### src/sv/assert_macros.svh
// Assertion macros shared by the frame bitmap modules.
`ifndef ASSERT_MACROS_SVH
`define ASSERT_MACROS_SVH

// Property must hold at every clock edge outside reset.
`define FBM_ASSERT(lbl, prop, msg) \
  lbl: assert property (@(posedge clk_i) disable iff (!rst_ni) (prop)) else $error(msg);

// Condition must never be seen at a clock edge outside reset.
`define FBM_NEVER(lbl, cond, msg) \
  `FBM_ASSERT(lbl, !(cond), msg)

`endif

### src/sv/fbm_pkg.sv
// Types, constants and helper functions of the frame bitmap block.
`default_nettype none

package fbm_pkg;

  localparam int FRAME_W    = 16;
  localparam int COUNT_W    = 17;
  localparam int WORD_BITS  = 64;
  localparam int BIT_IDX_W  = $clog2(WORD_BITS);
  localparam int MAP_AW     = FRAME_W - BIT_IDX_W;
  localparam int MAP_WORDS  = 1 << MAP_AW;
  localparam int MAX_FRAMES = MAP_WORDS * WORD_BITS;
  localparam int WCNT_W     = $clog2(MAP_WORDS + 1);
  localparam int BYTE_BITS  = 8;
  localparam int WORD_BYTES = WORD_BITS / BYTE_BITS;
  localparam int BYTE_IDX_W = $clog2(WORD_BYTES);
  localparam int BYTE_BIT_W = $clog2(BYTE_BITS);
  localparam int QUEUE_DEPTH = 2;

  localparam logic [COUNT_W-1:0]   FRAME_COUNT_RST = COUNT_W'(MAX_FRAMES);
  localparam logic [WORD_BITS-1:0] WORD_ONES       = '1;
  localparam logic [BIT_IDX_W-1:0] TOP_BIT         = BIT_IDX_W'(WORD_BITS - 1);

  typedef struct packed {
    logic [FRAME_W-1:0] range_first;
    logic [FRAME_W-1:0] range_last;
    logic               mark_free;
  } in_item_t;

  typedef struct packed {
    logic [FRAME_W-1:0] lowest_free;
    logic               free_found;
  } out_item_t;

  // Classified command handed from the front to the back.
  typedef struct packed {
    logic [MAP_AW-1:0]    first_word;
    logic [MAP_AW-1:0]    last_word;
    logic [BIT_IDX_W-1:0] first_bit;
    logic [BIT_IDX_W-1:0] last_bit;
    logic                 mark_free;
    logic                 skip;
  } cmd_t;

  // Index of the lowest set bit; an all-zero word gives the top index.
  function automatic logic [BIT_IDX_W-1:0] low_bit_idx(input logic [WORD_BITS-1:0] w);
    logic [WORD_BYTES-1:0] nz;
    logic [BYTE_IDX_W-1:0] byte_sel;
    logic [BYTE_BIT_W-1:0] bit_sel;
    logic [BYTE_BITS-1:0]  sel_byte;
    for (int b = 0; b < WORD_BYTES; b++) begin
      nz[b] = |w[b*BYTE_BITS +: BYTE_BITS];
    end
    byte_sel = BYTE_IDX_W'(WORD_BYTES - 1);
    for (int b = WORD_BYTES - 1; b >= 0; b--) begin
      if (nz[b]) begin
        byte_sel = BYTE_IDX_W'(b);
      end
    end
    sel_byte = w[{byte_sel, {BYTE_BIT_W{1'b0}}} +: BYTE_BITS];
    bit_sel = BYTE_BIT_W'(BYTE_BITS - 1);
    for (int i = BYTE_BITS - 1; i >= 0; i--) begin
      if (sel_byte[i]) begin
        bit_sel = BYTE_BIT_W'(i);
      end
    end
    return {byte_sel, bit_sel};
  endfunction

endpackage

`default_nettype wire

### src/sv/fbm_front.sv
// Input side: accepts range items and classifies them into word commands.
`default_nettype none

module fbm_front (
  input  wire logic              in_valid_i,
  output logic                   in_stall_o,
  input  wire fbm_pkg::in_item_t in_data_i,
  input  wire logic              q_full_i,
  input  wire logic              clearing_i,
  output logic                   push_o,
  output fbm_pkg::cmd_t          cmd_o
);
  import fbm_pkg::*;

  // Hold off while the map is being cleared or the queue has no room.
  assign in_stall_o = q_full_i | clearing_i;
  assign push_o     = in_valid_i & ~in_stall_o;

  always_comb begin
    cmd_o.first_word = in_data_i.range_first[FRAME_W-1:BIT_IDX_W];
    cmd_o.last_word  = in_data_i.range_last[FRAME_W-1:BIT_IDX_W];
    cmd_o.first_bit  = in_data_i.range_first[BIT_IDX_W-1:0];
    cmd_o.last_bit   = in_data_i.range_last[BIT_IDX_W-1:0];
    cmd_o.mark_free  = in_data_i.mark_free;
    // A reversed range leaves the map alone but still gets a search.
    cmd_o.skip       = in_data_i.range_first > in_data_i.range_last;
  end

endmodule

`default_nettype wire

### config.mk
export PLATFORM = sky130hd
export DESIGN_NAME = fbm_front
export DESIGN_NICKNAME = d
export VERILOG_FILES = /design/src/sv/assert_macros.svh /design/src/sv/fbm_pkg.sv /design/src/sv/fbm_front.sv
export SDC_FILE = /design/constraint.sdc
export NUM_CORES = 1
export LEC_CHECK = 0
export BUFFER_PORTS_ARGS = -buffer_cell sky130_fd_sc_hd__clkbuf_2
export CAP_MARGIN = 10
export CORE_MARGIN = 2
export CORE_UTILIZATION = 40
export DETAILED_ROUTE_END_ITERATION = 7
export PLACE_DENSITY = 0.91
export SYNTH_ARGS = -nofsm -noshare
export SYNTH_HDL_FRONTEND = slang
export SYNTH_SLANG_ARGS = --single-unit
### constraint.sdc
create_clock -name vclk -period 2
set_input_delay 0.1 -clock vclk [all_inputs]
set_output_delay 0.1 -clock vclk [all_outputs]
set_load 0.02 [all_outputs]
* Yosys cells after proc, flatten, opt, wreduce, memory -nomap -nowiden
Index checks and enable logic that the tools add are counted.
** Storage, ports and cells
- Input bits :: 36
- Word-level logic and storage cells :: 4
- Bits in registers :: 0
- Output and inout port bits :: 36
** Cells by class
- $lt $le $gt $ge :: 1
- Bitwise logic cells :: 3
** Operators by type and width (count)
- $gt A16 B16 Y1 :: 1
- $and A1 B1 Y1 :: 1
- $not A1 Y1 :: 1
- $or A1 B1 Y1 :: 1

* Longest topological paths before layout
- Word-level depth :: 3
- Mapped depth :: 6
- Mapped depth without buffers :: 6

* Worst setup path after synthesis
Ideal clock, no wire load.
- Path kind :: input to output
- From :: in in_data_i[15] in the netlist's numbering
- To :: out cmd_o[0] in the netlist's numbering
- Slack :: 583 ps
- Required time :: 1900 ps
- Path buffers :: 0
- Stages :: 6
- Data arrival time :: 1317 ps
- Cells stage by stage :: inv_1 -> ha_1 -> a21oi_1 -> nand2_1 -> a221o_1 -> o31a_1
** RTL lines
- start, declared :: RTL line fbm_front.sv:7 : input wire fbm_pkg::in_item_t in_data_i,
- end, declared :: RTL line fbm_front.sv:11 : output fbm_pkg::cmd_t cmd_o

==> flow_summary.json <==
{
  "status": "completed",
  "drt_drc_violations_left": 0,
  "synth_compound_area_frac": 0.116,
  "timing_worst_slew_pin_value_ps": 228,
  "synth_top_family_by_area": "buffers and inverters",
  "setup.worst_path.end_class": "output port",
  "total_of_warnings_raised_by_yosys": 0,
  "maximum_operating_frequency_ghz": 0.611,
  "simple_gate_area_share_of_the_yosys_netlist": 0.118,
  "finalNetCount": 183,
  "final.setup.tns_ps": 0,
  "unrepaired_setup_endpoints_after_global_routing": "false",
  "num_io_pins": 72,
  "critical_path_buf_inv_count": 3,
  "post-cts-setup-buffers": 0,
  "hpwlAfterDp_um": 1280,
  "wl_per_cell_um": 8.86,
  "setup_violations": 0,
  "worstPathMaxFanout": 3,
  "power_density_mw_per_mm2": 247,
  "irDropWorstVdd_uv": 84.0,
  "path_cells": "clkbuf_2 -> inv_1 -> ha_1 -> a21oi_1 -> nand2_1 -> a221o_1 -> o31a_1 -> clkbuf_2",
  "layout.area.seq_sq_um": 0,
  "critPathMaxStageDelay_ps": 330,
  "postRouteAntennaNets": 0,
  "post_synth_mux_area_share": 0,
  "timing.final.hold_violations": 0,
  "critical_path_arrival_ps": 1540,
  "max_slew_margin": 0.847,
  "initial_core_util": 0.433,
  "finalCritPeriodShare": 0.818,
  "drt_pre_antenna_iters": 1,
  "synthesis.nets": 144,
  "critical_path_class": "primary input to output port",
  "layout.cell_area.non_filler_sq_um": 791,
  "grt_start_max_net_pins": 4,
  "clkbuf_count": 0,
  "number_of_port_buffers": 70,
  "max-cap-violations": 0,
  "design.core.area_sq_mm": 0.00154,
  "syn_inst": 92,
  "n_fill_cell": 158,
  "startpoint_type": "primary input",
  "yosys.cell_types.count": 17,
  "yosys.area_share.xor_xnor": 0,
  "drt-total-wl_um": 1280,
  "final-max-slew-violation-count": 0,
  "die_w_um": 44.9,
  "power_leakage_nw": 0.554,
  "number_of_drc_markers_in_iteration_0": 0,
  "grt_usage": 0.115,
  "antenna_found_initial": 0,
  "critPathSlowestCell": "sky130_fd_sc_hd__a221o_1",
  "synth.top_cell.area_share": 0.371,
  "required_ps": 1900,
  "layout_cells_sized_above_1": 0.566,
  "globalRoute.totalOverflow": 0,
  "layout.sequential_cells": 0,
  "routability_congestion": 0.656,
  "first_global_vias": 542,
  "die_area_sq_mm": 0.00201,
  "die_height_um": 44.9,
  "antenna-diode-count": 0,
  "placed_cell_area_sq_um": 791,
  "average_cell_area_after_synthesis_sq_um": 7.26,
  "cts.hold.buffers_added": 0,
  "synth.area.top_cells": "sky130_fd_sc_hd__buf_4, sky130_fd_sc_hd__ha_1, sky130_fd_sc_hd__inv_1",
  "grt_first_pass_wirelength_um": 1860,
  "share_of_the_yosys_chip_area_belonging_to_registers": 0,
  "hold_class": "primary input to output port",
  "rows": 14,
  "post-route-min-period_ps": 1640,
  "synth_adder_area_share": 0.300,
  "via_per_inst": 4.59,
  "worst_hold_slack_ps": 200,
  "yosys.area.top_type": "sky130_fd_sc_hd__buf_4",
  "areaGrowthSynthToFinish_pct": 18.4,
  "syn_area_sq_um": 668,
  "route.vias.total": 665,
  "post_cts.resized_instances": 0,
  "crit_top_cell": "sky130_fd_sc_hd__clkbuf_2",
  "timing.critical_path.max_delay_family": "compound AO/OA/AOI/OAI gates"
}
## layer usage
metal  track usage  share of wire  up-vias
met5             0              0        -
met4             0              0        0
met3       0.00400           0.13        0
met2         0.281           0.53       41
met1         0.101           0.34      274
li1              -              -      350
## final timing paths
| path | startpoint | endpoint | slack, ps | depth (start not counted) |
|---|---|---|---|---|
| setup / recovery | in_data_i[15] | cmd_o[0] | 360 | 8 |
| hold / removal | in_data_i[0] | cmd_o[1] | 200 | 0 |
## cells by family after synthesis
kind of cell | count (synthesis)
simple gates | 14
compound gates | 12
buf+inv | 50
fa+ha+maj | 16
## synthesized netlist by cell type
library cell	number
sky130_fd_sc_hd__buf_4	33
sky130_fd_sc_hd__a21o_1	1
sky130_fd_sc_hd__nor2b_1	1
sky130_fd_sc_hd__o31a_1	1
sky130_fd_sc_hd__a21boi_2	1
sky130_fd_sc_hd__or2_2	1
sky130_fd_sc_hd__a221o_1	1
sky130_fd_sc_hd__and2_1	1
sky130_fd_sc_hd__nor2_1	2
sky130_fd_sc_hd__a21oi_1	6
sky130_fd_sc_hd__ha_1	16
sky130_fd_sc_hd__inv_1	17
sky130_fd_sc_hd__o21ai_0	2
sky130_fd_sc_hd__nand4_1	3
sky130_fd_sc_hd__nand2_1	3
sky130_fd_sc_hd__nand3_1	2
sky130_fd_sc_hd__nor4_2	1
## final cells by class
class | instances | area [sq um] | area share
Inverter | 17 | 63.8 | 0.0807
Timing Repair Buffer | 70 | 350 | 0.443
Multi-Input combinational cell | 42 | 357 | 0.451
Tap cell | 16 | 20.0 | 0.0253
## where the power goes
part           switching, mW  internal (mW)
Clock                      0              0
Combinational          0.114         0.0813
Sequential                 0              0
## placed cells by master (no fill, tap or decap)
cell type / synthesis / routed
sky130_fd_sc_hd__clkbuf_2: 0 / 70
sky130_fd_sc_hd__inv_1: 17 / 17
sky130_fd_sc_hd__a221o_1: 1 / 1
sky130_fd_sc_hd__and2_1: 1 / 1
sky130_fd_sc_hd__nand4_1: 3 / 3
sky130_fd_sc_hd__a21boi_2: 1 / 1
sky130_fd_sc_hd__nor4_2: 1 / 1
sky130_fd_sc_hd__o31a_1: 1 / 1
sky130_fd_sc_hd__nand3_1: 2 / 2
sky130_fd_sc_hd__a21o_1: 1 / 1
sky130_fd_sc_hd__a21oi_1: 6 / 6
sky130_fd_sc_hd__nor2_1: 2 / 2
sky130_fd_sc_hd__nor2b_1: 1 / 1
sky130_fd_sc_hd__o21ai_0: 2 / 2
sky130_fd_sc_hd__or2_2: 1 / 1
sky130_fd_sc_hd__nand2_1: 3 / 3
sky130_fd_sc_hd__ha_1: 16 / 16
## through the flow
stage | worst slack, ps | instances | util | power [mW]
5_1_grt | 259 | 145 | 0.513 | 0.220
4_1_cts | 352 | 145 | 0.513 | 0.199
6_report | 364 | 145 | 0.513 | 0.195
2_1_floorplan | 583 | 92 | - | 0.160
3_5_place_dp | 351 | 145 | 0.513 | 0.198
3_3_place_gp | 358 | 145 | 0.513 | 0.194
(Power assumes the default switching activity.)
