$ cat config.mk
export PLATFORM = sky130hd
export DESIGN_NAME = fbm_queue
export DESIGN_NICKNAME = d
export VERILOG_FILES = /design/src/sv/fbm_pkg.sv /design/src/sv/fbm_queue.sv
export VERILOG_INCLUDE_DIRS = /design/src /design/src/sv
export SDC_FILE = /design/constraint.sdc
export NUM_CORES = 1
export LEC_CHECK = 0
export BUFFER_PORTS_ARGS = -buffer_cell sky130_fd_sc_hd__buf_2
export CORE_MARGIN = 5
export CORE_UTILIZATION = 46
export DETAILED_ROUTE_END_ITERATION = 10
export GPL_TIMING_DRIVEN = 0
export PLACE_DENSITY = 0.71
export SYNTH_ARGS = -nofsm -noshare
export SYNTH_HDL_FRONTEND = slang
export SYNTH_SLANG_ARGS = --single-unit
export TNS_END_PERCENT = 20
$ cat constraint.sdc
create_clock -name clk_i -period 5.3 [get_ports clk_i]
set_clock_uncertainty 0.1 [all_clocks]
set_input_delay 0.795 -clock clk_i [delete_from_list [all_inputs] [get_ports clk_i]]
set_output_delay 0.795 -clock clk_i [all_outputs]
set_load 0.005 [all_outputs]
$ cat src/sv/assert_macros.svh
// Assertion macros shared by the frame bitmap modules.
`ifndef ASSERT_MACROS_SVH
`define ASSERT_MACROS_SVH

// Property must hold at every clock edge outside reset.
`define FBM_ASSERT(lbl, prop, msg) \
  lbl: assert property (@(posedge clk_i) disable iff (!rst_ni) (prop)) else $error(msg);

// Condition must never be seen at a clock edge outside reset.
`define FBM_NEVER(lbl, cond, msg) \
  `FBM_ASSERT(lbl, !(cond), msg)

`endif

$ cat src/sv/fbm_pkg.sv
// Types, constants and helper functions of the frame bitmap block.
`default_nettype none

package fbm_pkg;

  localparam int FRAME_W    = 16;
  localparam int COUNT_W    = 17;
  localparam int WORD_BITS  = 64;
  localparam int BIT_IDX_W  = $clog2(WORD_BITS);
  localparam int MAP_AW     = FRAME_W - BIT_IDX_W;
  localparam int MAP_WORDS  = 1 << MAP_AW;
  localparam int MAX_FRAMES = MAP_WORDS * WORD_BITS;
  localparam int WCNT_W     = $clog2(MAP_WORDS + 1);
  localparam int BYTE_BITS  = 8;
  localparam int WORD_BYTES = WORD_BITS / BYTE_BITS;
  localparam int BYTE_IDX_W = $clog2(WORD_BYTES);
  localparam int BYTE_BIT_W = $clog2(BYTE_BITS);
  localparam int QUEUE_DEPTH = 2;

  localparam logic [COUNT_W-1:0]   FRAME_COUNT_RST = COUNT_W'(MAX_FRAMES);
  localparam logic [WORD_BITS-1:0] WORD_ONES       = '1;
  localparam logic [BIT_IDX_W-1:0] TOP_BIT         = BIT_IDX_W'(WORD_BITS - 1);

  typedef struct packed {
    logic [FRAME_W-1:0] range_first;
    logic [FRAME_W-1:0] range_last;
    logic               mark_free;
  } in_item_t;

  typedef struct packed {
    logic [FRAME_W-1:0] lowest_free;
    logic               free_found;
  } out_item_t;

  // Classified command handed from the front to the back.
  typedef struct packed {
    logic [MAP_AW-1:0]    first_word;
    logic [MAP_AW-1:0]    last_word;
    logic [BIT_IDX_W-1:0] first_bit;
    logic [BIT_IDX_W-1:0] last_bit;
    logic                 mark_free;
    logic                 skip;
  } cmd_t;

  // Index of the lowest set bit; an all-zero word gives the top index.
  function automatic logic [BIT_IDX_W-1:0] low_bit_idx(input logic [WORD_BITS-1:0] w);
    logic [WORD_BYTES-1:0] nz;
    logic [BYTE_IDX_W-1:0] byte_sel;
    logic [BYTE_BIT_W-1:0] bit_sel;
    logic [BYTE_BITS-1:0]  sel_byte;
    for (int b = 0; b < WORD_BYTES; b++) begin
      nz[b] = |w[b*BYTE_BITS +: BYTE_BITS];
    end
    byte_sel = BYTE_IDX_W'(WORD_BYTES - 1);
    for (int b = WORD_BYTES - 1; b >= 0; b--) begin
      if (nz[b]) begin
        byte_sel = BYTE_IDX_W'(b);
      end
    end
    sel_byte = w[{byte_sel, {BYTE_BIT_W{1'b0}}} +: BYTE_BITS];
    bit_sel = BYTE_BIT_W'(BYTE_BITS - 1);
    for (int i = BYTE_BITS - 1; i >= 0; i--) begin
      if (sel_byte[i]) begin
        bit_sel = BYTE_BIT_W'(i);
      end
    end
    return {byte_sel, bit_sel};
  endfunction

endpackage

`default_nettype wire

$ cat src/sv/fbm_queue.sv
// Short command queue between the front and the back.
`default_nettype none
`include "assert_macros.svh"

module fbm_queue (
  input  wire logic          clk_i,
  input  wire logic          rst_ni,
  input  wire logic          push_i,
  input  wire fbm_pkg::cmd_t push_cmd_i,
  output logic               full_o,
  input  wire logic          pop_i,
  output logic               head_valid_o,
  output fbm_pkg::cmd_t      head_cmd_o
);
  import fbm_pkg::*;

  localparam int PTR_W = (QUEUE_DEPTH > 1) ? $clog2(QUEUE_DEPTH) : 1;
  localparam int CNT_W = $clog2(QUEUE_DEPTH + 1);

  cmd_t             entry_q [QUEUE_DEPTH];
  logic [PTR_W-1:0] wr_ptr_q, wr_ptr_d;
  logic [PTR_W-1:0] rd_ptr_q, rd_ptr_d;
  logic [CNT_W-1:0] count_q, count_d;

  function automatic logic [PTR_W-1:0] ptr_next(input logic [PTR_W-1:0] p);
    return (p == PTR_W'(QUEUE_DEPTH - 1)) ? '0 : p + PTR_W'(1);
  endfunction

  assign full_o       = count_q == CNT_W'(QUEUE_DEPTH);
  assign head_valid_o = count_q != '0;
  assign head_cmd_o   = entry_q[rd_ptr_q];

  always_comb begin
    wr_ptr_d = push_i ? ptr_next(wr_ptr_q) : wr_ptr_q;
    rd_ptr_d = pop_i ? ptr_next(rd_ptr_q) : rd_ptr_q;
    count_d  = count_q;
    if (push_i && !pop_i) begin
      count_d = count_q + CNT_W'(1);
    end else if (pop_i && !push_i) begin
      count_d = count_q - CNT_W'(1);
    end
  end

  always_ff @(posedge clk_i or negedge rst_ni) begin
    if (!rst_ni) begin
      wr_ptr_q <= '0;
      rd_ptr_q <= '0;
      count_q  <= '0;
    end else begin
      wr_ptr_q <= wr_ptr_d;
      rd_ptr_q <= rd_ptr_d;
      count_q  <= count_d;
    end
  end

  always_ff @(posedge clk_i) begin
    if (push_i) begin
      entry_q[wr_ptr_q] <= push_cmd_i;
    end
  end

  `FBM_NEVER(q_no_overflow, push_i && full_o && !pop_i, "command queue overflow")
  `FBM_NEVER(q_no_underflow, pop_i && !head_valid_o, "pop from empty command queue")

endmodule

`default_nettype wire

=== Word level (Yosys, flattened, before mapping) ===
Memory sizes are Yosys's and may differ from the RTL's.
Index checks and enable logic that the tools add are counted.
Widths: inputs -> output; s select.

* Output and inout bits: 36
* RAM bits: 68
* Memories: 1
* Register bits after elaboration: 4

* Multiplexer cells: 6
* Reduce and logical (&&, ||, !) cells: 6
* Equality and inequality tests: 1
* $add $sub $neg: 4

{| class="wikitable"
|+ Memory list
! name !! depth !! bits a word !! read ports !! clocked after memory_dff !! wr ports !! line !! RTL
|-
| entry_q || 2 || 34 || 1 || 0 || 1 || fbm_queue.sv:20 || <nowiki>cmd_t entry_q [QUEUE_DEPTH];</nowiki>
|}

{| class="wikitable"
|+ Operators by type and width
! kind !! count
|-
| $mux 1 || 4
|-
| $mux 2 || 2
|-
| $reduce_bool 2->1 || 2
|-
| $add 1x1->1 const B || 2
|-
| $add 2x1->2 const B || 1
|-
| $eq 2x2->1 const B || 1
|-
| $logic_and 1x1->1 || 2
|-
| $logic_not 1->1 || 2
|-
| $sub 2x1->2 const B || 1
|}

=== Depth between registers and ports, before layout ===
* Depth after elaboration: 4
* Mapped depth: 5
* Gate-level depth less buffers: 5

=== Worst setup path after synthesis ===
OpenSTA, ideal clock, no wires.

* Path type: input port to flip-flop
* Start point: input port push_i
* End point: memory entry_q[0][0] in the netlist's numbering, enable pin
* Arrival: 2.328 ns
* Cell stages on the path: 1
* Path buffers: 0
* Slack: 2.443 ns
* Required time: 4.771 ns
* Setup time: 0.429 ns
* Cells stage by stage: nor2b_1

* Word-level cells in the longest chain between the ends: 2

{| class="wikitable"
|+ RTL lines
! what !! line !! RTL
|-
| start: declaration || fbm_queue.sv:8 || <nowiki>input wire logic push_i,</nowiki>
|-
| $mux 1 || fbm_queue.sv:57 || <nowiki>if (push_i) begin</nowiki>
|-
| $mux 1 (not written as such) || fbm_queue.sv:58 || <nowiki>entry_q[wr_ptr_q] <= push_cmd_i;</nowiki>
|-
| end: declaration || fbm_queue.sv:20 ||
|}

No other way between the ends.

==> impl_metrics.toml <==
[synthesis]
yosysUniqueCellTypes = 14
syn_area_per_cell_um2 = 22.9
yosysTopAreaCell = "edfxtp_1"
ys_ff_latch = 72
synth.most_common_cell = "edfxtp_1"
synth.area.top_cells = "edfxtp_1 73%, mux2_4 16%, dfrtp_1 3.6%"
synthTopCellsByCount = "68 x edfxtp_1, 29 x mux2_4, 5 x mux2_2"
seq_area_frac_synth_pct = 76.7
syn_inst = 122
yosysWarnings = 0
async_flop_share_pct = 5.56
synth_top_area_share_pct = 73.1
synth-main-ff-cell = "edfxtp_1"
synth_nets = 161
synth_area_um2 = 2790
synth-edff-count = 68

[grt]
grt_max_degree = 35
grt_first_pass_wirelength_mm = 6.61
track_usage_pct = 12.0
gr-total-overflow = 0
grt_pass1_vias = 1378
antenna_found_initial = 0

[final_layout]
fin_nets = 246
synthToLayoutAreaGrowth_pct = 23.6
design_area_um2 = 3450
drive_gt1_share_pct = 60.8
antenna_cells = 0

[clocking]
clkTransAtPathRegs_ns = 0.07
ctsResizeCount = 0
postCtsSetupRepairBufs = 0
cts_tree = "done"
cts.sinks = 72
cts_root_buf = "clkbuf_8"
cts_buffers = 9
clk_latency_ns = 0.33
hold_buffers = 0
clk_path_buf_depth = 2
htree_levels = 3

[timing]
tns_ns = 0
fin_crit_ns = 2.33
grt_setup_unrepaired = "false"
relSlewSlack_pct = 44.2
hold_ws_ns = 0.160
hold_viol_final = 0
max_freq_ghz = 0.429
period_share_pct = 44.0
setup_viol = 0
maxSlewViolCount = 0
worstMarginPinSlew_ns = 0.837

[setup_path]
required_ns = 4.41
worstPathArrival_ns = 1.44
cp-end-kind = "output pin"
r2r_end = "entry_q[1][29]$_DFFE_PP_"
r2r_cells = 1
timing.rr.start = "wr_ptr_q$_DFFE_PN0P_"
worstSetupPathType = "reg2out"
rrSetupSlack_ns = 3.67
worst-path-max-fanout = 10
worst_setup_path_start_kind = "flop"

[place]
io_buffers = 73
gp_congestion = 0.672
place_area_um2 = 3290
dp_hpwl_mm = 2.95

[job]
cap_viol_max_count = 0

[drt]
finalWirelength_mm = 4.29
wl_per_cell_um = 14.9
vias = 1315
vias_per_cell = 4.58
drc = 0
drt-initial-drc-count = 36
antenna_left = 0
first_pass_iters = 4

[die]
io_pins = 74
fp.dieW_um = 87.9
core-area_um2 = 5920
dieArea_um2 = 7730
start_util_pct = 47.2
rows = 28
die_height_um = 87.9

[power]
finalPower_w = 0.00172
p_leak_nw = 1.40
max-vdd-ir-drop_mv = 0.259
p_per_area_nw_per_um2 = 499

[outcome]
status = "complete, no violations"

[min_path]
hold_path_class = "in2async"
report_power, final:
part / internal [W] / leakage, nW / total (W) / switching [W]
Combinational: 0.000338 / 0.642 / 0.000576 / 0.000238
Clock: 0.000166 / 0.0757 / 0.000351 / 0.000184
Sequential: 0.000758 / 0.685 / 0.000795 / 0.0000368
critical path, stage by stage (launching register included):
cell and delay, ns:
dfrtp_1 0.37, buf_6 0.15, buf_12 0.15, mux2_4 0.30
buf_2 0.13
final cells by class:
class | count | area (µm²)
tap | 75 | 93.8
sequential | 72 | 2140
fill | 479 | 2470
inverter | 1 | 3.75
buffer | 4 | 71.3
clock inverter | 6 | 36.3
timing repair buffer | 74 | 393
multi-input combinational | 45 | 586
clock buffer | 10 | 128
cells in the final DEF, fill, tap and decap left out, drive strengths merged:
| cell type | instances |
|---|---|
| inv | 1 |
| dfrtp | 4 |
| buf | 78 |
| ha | 1 |
| or2 | 1 |
| xnor2 | 1 |
| mux2 | 34 |
| clkinvlp | 3 |
| nor2b | 2 |
| edfxtp | 68 |
| clkinv | 3 |
| xor2 | 4 |
| nor2 | 1 |
| clkbuf | 10 |
| and2 | 1 |
per-layer routing:
| layer | routed length (µm) | vias to the layer above | global-route usage, % |
|---|---|---|---|
| li1 | - | 644 | - |
| met1 | 1780 | 618 | 14.8 |
| met2 | 2130 | 51 | 18.4 |
| met3 | 366 | 2 | 5.55 |
| met4 | 12 | 0 | 5.02 |
| met5 | 0 | - | 0 |
how the worst max path moves through the flow:
stage / slack, ns / end / from
floorplan: 2.44 / entry_q[0][0]$_DFFE_PP_ / push_i
global placement: 1.38 / entry_q[0][30]$_DFFE_PP_ / push_i
detailed placement: 3.12 / entry_q[1][28]$_DFFE_PP_ / push_i
CTS: 2.95 / head_cmd_o[0] / rd_ptr_q$_DFFE_PN0P_
global route: 2.91 / head_cmd_o[7] / rd_ptr_q$_DFFE_PN0P_
finish: 2.97 / head_cmd_o[6] / rd_ptr_q$_DFFE_PN0P_
cell families (layout without fill, tap and decap cells):
group | Yosys count | in the layout | synth area share [%]
buffers and inverters | 5 | 95 | 2.69
multiplexers | 34 | 34 | 17.6
AND/OR/NAND/NOR | 5 | 5 | 1.03
adder cells (fa/ha/maj) | 1 | 1 | 0.448
XOR/XNOR | 5 | 5 | 1.57
flip-flops | 72 | 72 | 76.7
sequential cells by signal (all words and copies together) (netlist names):
| register | flops |
|---|---|
| count_q | 2 |
| rd_ptr_q | 1 |
| entry_q | 68 |
| wr_ptr_q | 1 |
stage by stage:
| step | util (%) | instances | setup WS [ns] |
|---|---|---|---|
| after floorplan | - | 122 | 2.44 |
| after global placement | 54.9 | 270 | 1.38 |
| after detailed placement | 55.6 | 271 | 3.12 |
| after CTS | 58.3 | 287 | 2.95 |
| after global routing | 58.3 | 287 | 2.91 |
| final | 58.3 | 287 | 2.97 |
No activity file was read; power rests on OpenSTA's default activity.
